$ cat config.mk
export PLATFORM = sky130hd
export DESIGN_NAME = battery_block_stats_top
export DESIGN_NICKNAME = d
export VERILOG_FILES = /design/src/rtl/core/bbs_pkg.sv /design/src/rtl/core/bbs_ctrl.sv /design/src/rtl/core/bbs_datapath.sv /design/src/rtl/core/battery_block_stats_top.sv
export SDC_FILE = /design/constraint.sdc
export NUM_CORES = 1
export LEC_CHECK = 0
export ABC_AREA = 1
export BUFFER_PORTS_ARGS = -buffer_cell sky130_fd_sc_hd__buf_2
export CORE_ASPECT_RATIO = 0.7
export CORE_UTILIZATION = 40
export DETAILED_ROUTE_END_ITERATION = 8
export PLACE_DENSITY = 0.63
export SYNTH_ARGS = -nofsm -noshare
export SYNTH_HDL_FRONTEND = slang
export SYNTH_SLANG_ARGS = --single-unit
$ cat constraint.sdc
create_clock -name clk -period 8.55 [get_ports clk]
set_input_delay 1.71 -clock clk [delete_from_list [all_inputs] [get_ports clk]]
set_output_delay 1.71 -clock clk [all_outputs]
set_load 0.1 [all_outputs]
$ cat src/rtl/core/bbs_pkg.sv
package bbs_pkg;

    localparam int SAMPLE_BITS = 10;
    localparam int CFG_BITS    = 16;
    localparam int BLOCK_BITS  = 4;
    localparam int SUM_BITS    = SAMPLE_BITS + BLOCK_BITS;
    localparam int PROD_BITS   = SAMPLE_BITS + CFG_BITS;
    localparam int STEP_BITS   = $clog2(PROD_BITS);

    localparam int IN_TDATA_BITS  = ((SAMPLE_BITS + 7) / 8) * 8;
    localparam int OUT_FIELD_BITS = 3 * SAMPLE_BITS + CFG_BITS + 2;
    localparam int OUT_TDATA_BITS = ((OUT_FIELD_BITS + 7) / 8) * 8;

    localparam int CFG_IDX_BITS = 2;

    localparam logic [CFG_IDX_BITS-1:0] REG_REFERENCE = 2'd0;
    localparam logic [CFG_IDX_BITS-1:0] REG_DIVIDER   = 2'd1;
    localparam logic [CFG_IDX_BITS-1:0] REG_LOW_LIMIT = 2'd2;
    localparam logic [CFG_IDX_BITS-1:0] REG_HIGH_LIMIT = 2'd3;

    localparam logic [CFG_BITS-1:0] RESET_REFERENCE  = 16'd3300;
    localparam logic [CFG_BITS-1:0] RESET_DIVIDER    = 16'd1024;
    localparam logic [CFG_BITS-1:0] RESET_LOW_LIMIT  = 16'd3000;
    localparam logic [CFG_BITS-1:0] RESET_HIGH_LIMIT = 16'd4200;

    localparam logic [BLOCK_BITS-1:0] POS_DROP   = 4'h0;
    localparam logic [BLOCK_BITS-1:0] POS_FIRST  = 4'h1;
    localparam logic [BLOCK_BITS-1:0] POS_DOUBLE = 4'h3;
    localparam logic [BLOCK_BITS-1:0] POS_LAST   = 4'hf;

    localparam logic [STEP_BITS-1:0] DIV_LAST = STEP_BITS'(PROD_BITS - 1);

    typedef struct packed {
        logic mul;
        logic step;
        logic finish;
    } bbs_cmd_t;

    typedef struct packed {
        logic pend;
        logic out_free;
    } bbs_sts_t;

endpackage

$ cat src/rtl/core/bbs_ctrl.sv
module bbs_ctrl
    import bbs_pkg::*;
(
    input  logic     clk,
    input  logic     rst_n,
    input  bbs_sts_t sts,
    output bbs_cmd_t cmd
);

    localparam logic [1:0] ST_IDLE = 2'd0;
    localparam logic [1:0] ST_MUL  = 2'd1;
    localparam logic [1:0] ST_DIV  = 2'd2;
    localparam logic [1:0] ST_FIN  = 2'd3;

    logic [1:0]           state_reg;
    logic [1:0]           state_next;
    logic [STEP_BITS-1:0] cnt_reg;
    logic [STEP_BITS-1:0] cnt_next;

    always_comb
    begin
        state_next = state_reg;
        cnt_next   = cnt_reg;
        cmd        = '0;
        case (state_reg)
            ST_IDLE:
            begin
                if (sts.pend)
                begin
                    state_next = ST_MUL;
                end
            end
            ST_MUL:
            begin
                cmd.mul    = 1'b1;
                cnt_next   = '0;
                state_next = ST_DIV;
            end
            ST_DIV:
            begin
                cmd.step = 1'b1;
                cnt_next = cnt_reg + 1'b1;
                if (cnt_reg == DIV_LAST)
                begin
                    state_next = ST_FIN;
                end
            end
            ST_FIN:
            begin
                if (sts.out_free)
                begin
                    cmd.finish = 1'b1;
                    state_next = ST_IDLE;
                end
            end
            default:
            begin
                state_next = ST_IDLE;
            end
        endcase
    end

    always_ff @(posedge clk or negedge rst_n)
    begin
        if (!rst_n)
        begin
            state_reg <= ST_IDLE;
            cnt_reg   <= '0;
        end
        else
        begin
            state_reg <= state_next;
            cnt_reg   <= cnt_next;
        end
    end

endmodule

$ cat src/rtl/core/bbs_datapath.sv
module bbs_datapath
    import bbs_pkg::*;
(
    input  logic                      clk,
    input  logic                      rst_n,
    input  logic                      s_tvalid,
    output logic                      s_tready,
    input  logic [IN_TDATA_BITS-1:0]  s_tdata,
    output logic                      m_tvalid,
    input  logic                      m_tready,
    output logic [OUT_TDATA_BITS-1:0] m_tdata,
    input  logic                      cfg_wr_en,
    input  logic [CFG_IDX_BITS-1:0]   cfg_index,
    input  logic [CFG_BITS-1:0]       cfg_data,
    input  bbs_cmd_t                  cmd,
    output bbs_sts_t                  sts
);

    logic [CFG_BITS-1:0]    ref_reg;
    logic [CFG_BITS-1:0]    div_reg;
    logic [CFG_BITS-1:0]    low_lim_reg;
    logic [CFG_BITS-1:0]    high_lim_reg;

    logic [BLOCK_BITS-1:0]  pos_reg;
    logic [BLOCK_BITS-1:0]  pos_next;
    logic                   pend_reg;
    logic                   pend_next;
    logic                   m_tvalid_reg;
    logic                   m_tvalid_next;
    logic                   low_seen_reg;
    logic                   low_seen_next;
    logic                   high_seen_reg;
    logic                   high_seen_next;

    logic [SUM_BITS-1:0]    sum_reg;
    logic [SUM_BITS-1:0]    sum_next;
    logic [SAMPLE_BITS-1:0] max_reg;
    logic [SAMPLE_BITS-1:0] max_next;
    logic [SAMPLE_BITS-1:0] min_reg;
    logic [SAMPLE_BITS-1:0] min_next;
    logic [SAMPLE_BITS-1:0] avg_hold_reg;
    logic [SAMPLE_BITS-1:0] avg_hold_next;
    logic [SAMPLE_BITS-1:0] peak_hold_reg;
    logic [SAMPLE_BITS-1:0] peak_hold_next;
    logic [SAMPLE_BITS-1:0] trough_hold_reg;
    logic [SAMPLE_BITS-1:0] trough_hold_next;
    logic [PROD_BITS-1:0]   work_reg;
    logic [PROD_BITS-1:0]   work_next;
    logic [CFG_BITS-1:0]    rem_reg;
    logic [CFG_BITS-1:0]    rem_next;

    logic [SAMPLE_BITS-1:0] avg_out_reg;
    logic [SAMPLE_BITS-1:0] avg_out_next;
    logic [SAMPLE_BITS-1:0] peak_out_reg;
    logic [SAMPLE_BITS-1:0] peak_out_next;
    logic [SAMPLE_BITS-1:0] trough_out_reg;
    logic [SAMPLE_BITS-1:0] trough_out_next;
    logic [CFG_BITS-1:0]    mv_out_reg;
    logic [CFG_BITS-1:0]    mv_out_next;

    logic                   accept;
    logic [SAMPLE_BITS-1:0] sample;
    logic [SUM_BITS-1:0]    sum_add;
    logic [SUM_BITS-1:0]    sum_new;
    logic [SAMPLE_BITS-1:0] max_new;
    logic [SAMPLE_BITS-1:0] min_new;
    logic [PROD_BITS-1:0]   product;
    logic [CFG_BITS:0]      partial;
    logic [CFG_BITS:0]      diff;
    logic                   fits;
    logic                   div_zero;
    logic                   is_low;
    logic                   is_high;

    assign sample   = s_tdata[SAMPLE_BITS-1:0];
    assign s_tready = !((pos_reg == POS_LAST) && pend_reg);
    assign accept   = s_tvalid && s_tready;

    assign sum_add = (pos_reg == POS_DOUBLE) ? SUM_BITS'({sample, 1'b0}) : SUM_BITS'(sample);
    assign sum_new = (pos_reg == POS_FIRST) ? SUM_BITS'(sample) : sum_reg + sum_add;
    assign max_new = ((pos_reg == POS_FIRST) || (sample > max_reg)) ? sample : max_reg;
    assign min_new = ((pos_reg == POS_FIRST) || (sample < min_reg)) ? sample : min_reg;

    assign product = PROD_BITS'(avg_hold_reg) * PROD_BITS'(ref_reg);

    // One restoring division step: shift in the next dividend bit and subtract if it fits.
    assign partial = {rem_reg, work_reg[PROD_BITS-1]};
    assign fits    = partial >= {1'b0, div_reg};
    assign diff    = partial - {1'b0, div_reg};

    // A zero divisor acts as a quotient above every limit.
    assign div_zero = (div_reg == '0);
    assign is_low   = !div_zero && (work_reg <= PROD_BITS'(low_lim_reg));
    assign is_high  = div_zero || (work_reg >= PROD_BITS'(high_lim_reg));

    always_comb
    begin
        pos_next         = pos_reg;
        pend_next        = pend_reg;
        sum_next         = sum_reg;
        max_next         = max_reg;
        min_next         = min_reg;
        avg_hold_next    = avg_hold_reg;
        peak_hold_next   = peak_hold_reg;
        trough_hold_next = trough_hold_reg;
        work_next        = work_reg;
        rem_next         = rem_reg;
        m_tvalid_next    = m_tvalid_reg;
        low_seen_next    = low_seen_reg;
        high_seen_next   = high_seen_reg;
        avg_out_next     = avg_out_reg;
        peak_out_next    = peak_out_reg;
        trough_out_next  = trough_out_reg;
        mv_out_next      = mv_out_reg;

        if (accept)
        begin
            pos_next = pos_reg + 1'b1;
            if (pos_reg != POS_DROP)
            begin
                sum_next = sum_new;
                max_next = max_new;
                min_next = min_new;
            end
            if (pos_reg == POS_LAST)
            begin
                avg_hold_next    = sum_new[SUM_BITS-1:BLOCK_BITS];
                peak_hold_next   = max_new;
                trough_hold_next = min_new;
                pend_next        = 1'b1;
            end
        end

        if (cmd.mul)
        begin
            work_next = product;
            rem_next  = '0;
        end

        if (cmd.step)
        begin
            rem_next  = fits ? diff[CFG_BITS-1:0] : partial[CFG_BITS-1:0];
            work_next = {work_reg[PROD_BITS-2:0], fits};
        end

        if (m_tready)
        begin
            m_tvalid_next = 1'b0;
        end

        if (cmd.finish)
        begin
            pend_next       = 1'b0;
            m_tvalid_next   = 1'b1;
            low_seen_next   = low_seen_reg || is_low;
            high_seen_next  = high_seen_reg || (!is_low && is_high);
            avg_out_next    = avg_hold_reg;
            peak_out_next   = peak_hold_reg;
            trough_out_next = trough_hold_reg;
            if (div_zero || (|work_reg[PROD_BITS-1:CFG_BITS]))
            begin
                mv_out_next = '1;
            end
            else
            begin
                mv_out_next = work_reg[CFG_BITS-1:0];
            end
        end
    end

    always_ff @(posedge clk or negedge rst_n)
    begin
        if (!rst_n)
        begin
            ref_reg       <= RESET_REFERENCE;
            div_reg       <= RESET_DIVIDER;
            low_lim_reg   <= RESET_LOW_LIMIT;
            high_lim_reg  <= RESET_HIGH_LIMIT;
            pos_reg       <= '0;
            pend_reg      <= 1'b0;
            m_tvalid_reg  <= 1'b0;
            low_seen_reg  <= 1'b0;
            high_seen_reg <= 1'b0;
        end
        else
        begin
            if (cfg_wr_en)
            begin
                case (cfg_index)
                    REG_REFERENCE:  ref_reg      <= cfg_data;
                    REG_DIVIDER:    div_reg      <= cfg_data;
                    REG_LOW_LIMIT:  low_lim_reg  <= cfg_data;
                    REG_HIGH_LIMIT: high_lim_reg <= cfg_data;
                    default:        ref_reg      <= ref_reg;
                endcase
            end
            pos_reg       <= pos_next;
            pend_reg      <= pend_next;
            m_tvalid_reg  <= m_tvalid_next;
            low_seen_reg  <= low_seen_next;
            high_seen_reg <= high_seen_next;
        end
    end

    always_ff @(posedge clk)
    begin
        sum_reg         <= sum_next;
        max_reg         <= max_next;
        min_reg         <= min_next;
        avg_hold_reg    <= avg_hold_next;
        peak_hold_reg   <= peak_hold_next;
        trough_hold_reg <= trough_hold_next;
        work_reg        <= work_next;
        rem_reg         <= rem_next;
        avg_out_reg     <= avg_out_next;
        peak_out_reg    <= peak_out_next;
        trough_out_reg  <= trough_out_next;
        mv_out_reg      <= mv_out_next;
    end

    assign m_tvalid     = m_tvalid_reg;
    assign m_tdata      = OUT_TDATA_BITS'({high_seen_reg, low_seen_reg, mv_out_reg,
                                           trough_out_reg, peak_out_reg, avg_out_reg});
    assign sts.pend     = pend_reg;
    assign sts.out_free = !m_tvalid_reg || m_tready;

`ifndef SYNTH
    a_finish_needs_pend: assert property (@(posedge clk) disable iff (!rst_n)
        cmd.finish |-> pend_reg)
        else $error("result finished with no block pending");

    a_finish_gives_valid: assert property (@(posedge clk) disable iff (!rst_n)
        cmd.finish |=> m_tvalid_reg)
        else $error("finished result not presented");

    a_last_sets_pend: assert property (@(posedge clk) disable iff (!rst_n)
        (accept && (pos_reg == POS_LAST)) |=> pend_reg)
        else $error("block end did not start a result");

    a_rem_below_div: assert property (@(posedge clk) disable iff (!rst_n)
        (cmd.step && !div_zero) |-> (rem_reg < div_reg))
        else $error("divider remainder out of range");

    a_no_overrun: assert property (@(posedge clk) disable iff (!rst_n)
        (m_tvalid_reg && !m_tready) |-> !cmd.finish)
        else $error("result overwritten while stalled");
`endif

endmodule

$ cat src/rtl/core/battery_block_stats_top.sv
// Channel  Direction  Payload
// s_       in         sample, one item per converter result, blocks of 16
// m_       out        average, peak, trough, millivolts, low and high battery flags
// cfg_     in         write-only registers: reference, divider, low limit, high limit
//
// Samples are taken one per cycle while s_tready is high; the 16th item of a block closes the block.
// The result is then made in order: the controller picks up the block end, a multiply
// step forms the product, the restoring divider gives one quotient bit per cycle, and a
// last step loads the output once m_ is free.
// The 16th item of the next block waits until that result is in the output register.
// A stall on m_ holds the result and, once the divider is done, the next block end.
// Reset is asynchronous, active low; the battery flags clear only on reset.
module battery_block_stats_top
    import bbs_pkg::*;
(
    input  logic                      clk,
    input  logic                      rst_n,
    input  logic                      s_tvalid,
    output logic                      s_tready,
    input  logic [IN_TDATA_BITS-1:0]  s_tdata,   // sample
    output logic                      m_tvalid,
    input  logic                      m_tready,
    output logic [OUT_TDATA_BITS-1:0] m_tdata,   // average, peak, trough, millivolts,
                                                 // low_battery, high_battery
    input  logic                      cfg_wr_en,
    input  logic [CFG_IDX_BITS-1:0]   cfg_index,
    input  logic [CFG_BITS-1:0]       cfg_data
);

    bbs_cmd_t cmd;
    bbs_sts_t sts;

    bbs_ctrl u_ctrl
    (
        .clk   (clk),
        .rst_n (rst_n),
        .sts   (sts),
        .cmd   (cmd)
    );

    bbs_datapath u_datapath
    (
        .clk       (clk),
        .rst_n     (rst_n),
        .s_tvalid  (s_tvalid),
        .s_tready  (s_tready),
        .s_tdata   (s_tdata),
        .m_tvalid  (m_tvalid),
        .m_tready  (m_tready),
        .m_tdata   (m_tdata),
        .cfg_wr_en (cfg_wr_en),
        .cfg_index (cfg_index),
        .cfg_data  (cfg_data),
        .cmd       (cmd),
        .sts       (sts)
    );

endmodule
==> impl_metrics.toml <==
[worst_setup_path]
timing.rr.end = "u_datapath.work_reg[13]$_DFFE_PP_"
worst_ep_required_ps = 8840
critPathLaunchType = "register"
reg2reg_from = "u_datapath.avg_hold_reg[3]$_DFFE_PP_"
crit_path_end_kind = "register"
critical_path_peak_fanout = 17
worst-setup-path-type = "register to register"
worst_reg_to_reg_cells = 21
r2r_slack_ps = 2710
cp_arrival_ps = 6130

[clocking]
tritoncts = "built"
numCtsBuffers = 26
post_cts_buffers = 0
clk_latency_ps = 570
clockRootBuffer = "clkbuf_16"
htreeDepth = 1
cts_hold_buf = 0
cts_resized = 0
clock_path_buffers = 3
numClockSinks = 231
path_clk_slew_ps = 70

[die]
die_width_um = 253
floorplan.initialDensity_pct = 41.0
core_region_area_mm2 = 0.0429
dieHeight_um = 177
io_pins = 89
die_area_mm2 = 0.0448
core.rowCount = 63

[timing]
max_slew.worst_pin.slew_ps = 1210
report.final.slew_viol_count = 0
setup_total_negative_slack_ps = 0
highest_clock_rate_mhz = 171
clock_skew_ps = 19.4
final.setup.worst_slack_ps = 2710
hold_viol = 0
min_period_ps = 5840
unrepaired_setup_endpoints_after_global_routing = "no"
setup_viol = 0
max_slew_margin_pct = 19.0
final_period_util_pct = 68.3

[synth]
synthXorXnorAreaFrac_pct = 1.10
synth_top_area_share_pct = 25.9
synth_top_family_by_area = "adder cells"
synth_top_cells_by_area = "edfxtp_1 26%, nand2_1 13%, fa_1 13%"
syn-num-nets = 2435
basic_gate_share_of_the_synthesized_area_counting_and_or_nand_and_nor_cells_pct = 20.9
post_synth_mux_area_share_pct = 0.128
synth_top_flop_cell = "edfxtp_1"
ys_top_cells_by_count = "626 x nand2_1, 433 x inv_1, 152 x edfxtp_1"
number_of_distinct_standard_cells_referenced_by_the_synthesized_netlist = 46
ys_seq_area_share_pct = 37.3
synth-compound-area-share_pct = 6.29
postSynthCellCount = 2136
synthAdderAreaFrac_pct = 23.3
synthesis.area_per_instance_um2 = 8.24
synth_top_area_cell = "edfxtp_1"
post_synth_instance_area_mm2 = 0.0176
synth_edf_count = 152
postSynth.asyncResetShare_pct = 34.2
ys.warnings.count = 0
synth-seq-cells = 231
synthMostInstantiatedCell = "nand2_1"

[final_layout]
non_filler_cell_area_final_mm2 = 0.0194
multi_input_comb_area_mm2 = 0.00910
layout-drive-gt1-share_pct = 7.82
final-seq-area_mm2 = 0.00656
synthToLayoutAreaGrowth_pct = 10.3
design.final.nets = 2479
nFillCells = 4196
largest_register_ffs = 26
antenna_cells_inserted = 0

[global_routing]
grt_util_all_layers_pct = 20.5
grt_pass1_vias = 13500
grt_max_degree = 52
grt_antenna_before_repair = 0
global_route_wire_length_before_repair_um = 72200
globalRoute.totalOverflow = 0

[placement]
pre_cts_ws_ps = 2760
dp_hpwl_um = 33900
gpl.final_weighted_congestion = 0.928
place_area_mm2 = 0.0185
number_of_buffers_added_on_ports = 82

[worst_hold_path]
worstHoldEndpoint = "u_datapath.peak_out_reg[4]$_DFFE_PP_"
timing.hold.worst_path_depth = 0
timing.hold.worst.class = "register to register"
hp-start = "u_datapath.peak_hold_reg[4]$_DFFE_PP_"

[routing]
drt_first_pass_iters = 5
routed_wirelength_normalized_by_instance_count_um = 15.9
detailroute.via_count = 13600
postRouteAntennaNets = 0
route.final.wire_length_um = 44200
drt_iter0_drc = 1126
drc_errors = 0
viasPerCell = 4.90

[job]
max_cap_viol_count = 0

[run_status]
outcome = "complete, no violations"
[worst max-delay path, stage by stage (launching register included)]
cell      delay (ps)
edfxtp_1         850
nand2_1          190
fa_1             570
inv_1             50
fa_1             490
inv_1             50
fa_1             480
inv_1             60
fa_1             540
inv_1             60
fa_1             520
inv_1             40
ha_1             340
nand2_1           70
inv_1            110
nand2_1           80
o21ai_0          590
nand2_1          140
nand2_1           90
nand2_1           50
nand3_1          100
o21ai_0           90
[how the worst max path moves through the flow]
stage / startpoint / endpoint / slack [ps] / cells past startpoint
floorplan: u_datapath.avg_hold_reg[3]$_DFFE_PP_ / u_datapath.work_reg[13]$_DFFE_PP_ / 3390 / 23
global placement: u_datapath.avg_hold_reg[3]$_DFFE_PP_ / u_datapath.work_reg[13]$_DFFE_PP_ / 2780 / 21
detailed placement: u_datapath.avg_hold_reg[3]$_DFFE_PP_ / u_datapath.work_reg[13]$_DFFE_PP_ / 2760 / 21
CTS: u_datapath.avg_hold_reg[3]$_DFFE_PP_ / u_datapath.work_reg[13]$_DFFE_PP_ / 2710 / 21
global route: u_datapath.avg_hold_reg[3]$_DFFE_PP_ / u_datapath.work_reg[13]$_DFFE_PP_ / 2320 / 21
finish: u_datapath.avg_hold_reg[3]$_DFFE_PP_ / u_datapath.work_reg[13]$_DFFE_PP_ / 2710 / 21
[per-stage QoR]
step           instances  hold WS, ps  utilization [%]
6_report            2785          421             45.3
3_5_place_dp        2737          407             43.1
3_3_place_gp        2737          407             43.1
4_1_cts             2785          421             45.3
2_1_floorplan       2136          400                -
5_1_grt             2785          423             45.3
[layer usage]
| metal | vias to the layer above | global-route usage, % | part of all wire, % |
|---|---|---|---|
| met2 | 371 | 30.1 | 41 |
| met5 | - | 0 | 0 |
| met3 | 54 | 3.09 | 6.0 |
| met1 | 6511 | 31.6 | 52 |
| met4 | 0 | 3.96 | 1.7 |
| li1 | 6706 | - | - |
[placed cells by master (no fill, tap or decap), types with 5 or more instances in the layout]
cell,instances
edfxtp_1,152
clkbuf_16,28
buf_2,81
a21oi_1,62
xor2_1,13
or2_2,7
fa_1,112
nand2_1,626
nor3_1,11
xnor2_1,9
nand3b_1,14
nor2_1,132
buf_4,7
ha_1,147
nand3_1,85
dfstp_2,18
inv_1,432
dfrtp_1,61
o21ai_0,123
nand2_2,5
nand4_1,15
[cell type report]
| type | instances | area share, % |
|---|---|---|
| Multi-Input combinational cell | 1399 | 46.9 |
| Sequential cell | 231 | 33.8 |
| Inverter | 434 | 8.39 |
| Clock buffer | 34 | 3.83 |
| Tap cell | 585 | 3.77 |
| Timing Repair Buffer | 88 | 2.36 |
| Clock inverter | 14 | 0.922 |
[kinds of logic (layout without fill, tap and decap cells)]
kind of cell / count (synthesis) / after routing
buffers and inverters: 506 / 570
adders and majority gates: 260 / 260
DFF: 231 / 231
and+or+nand+nor: 905 / 905
xor gates and xnor gates: 22 / 22
AOI/OAI and AO/OA: 210 / 210
muxes: 2 / 2
Power is left out: the tool's default activity adds up to more than one toggle a clock period on the data nets, which glitch-free logic cannot reach.
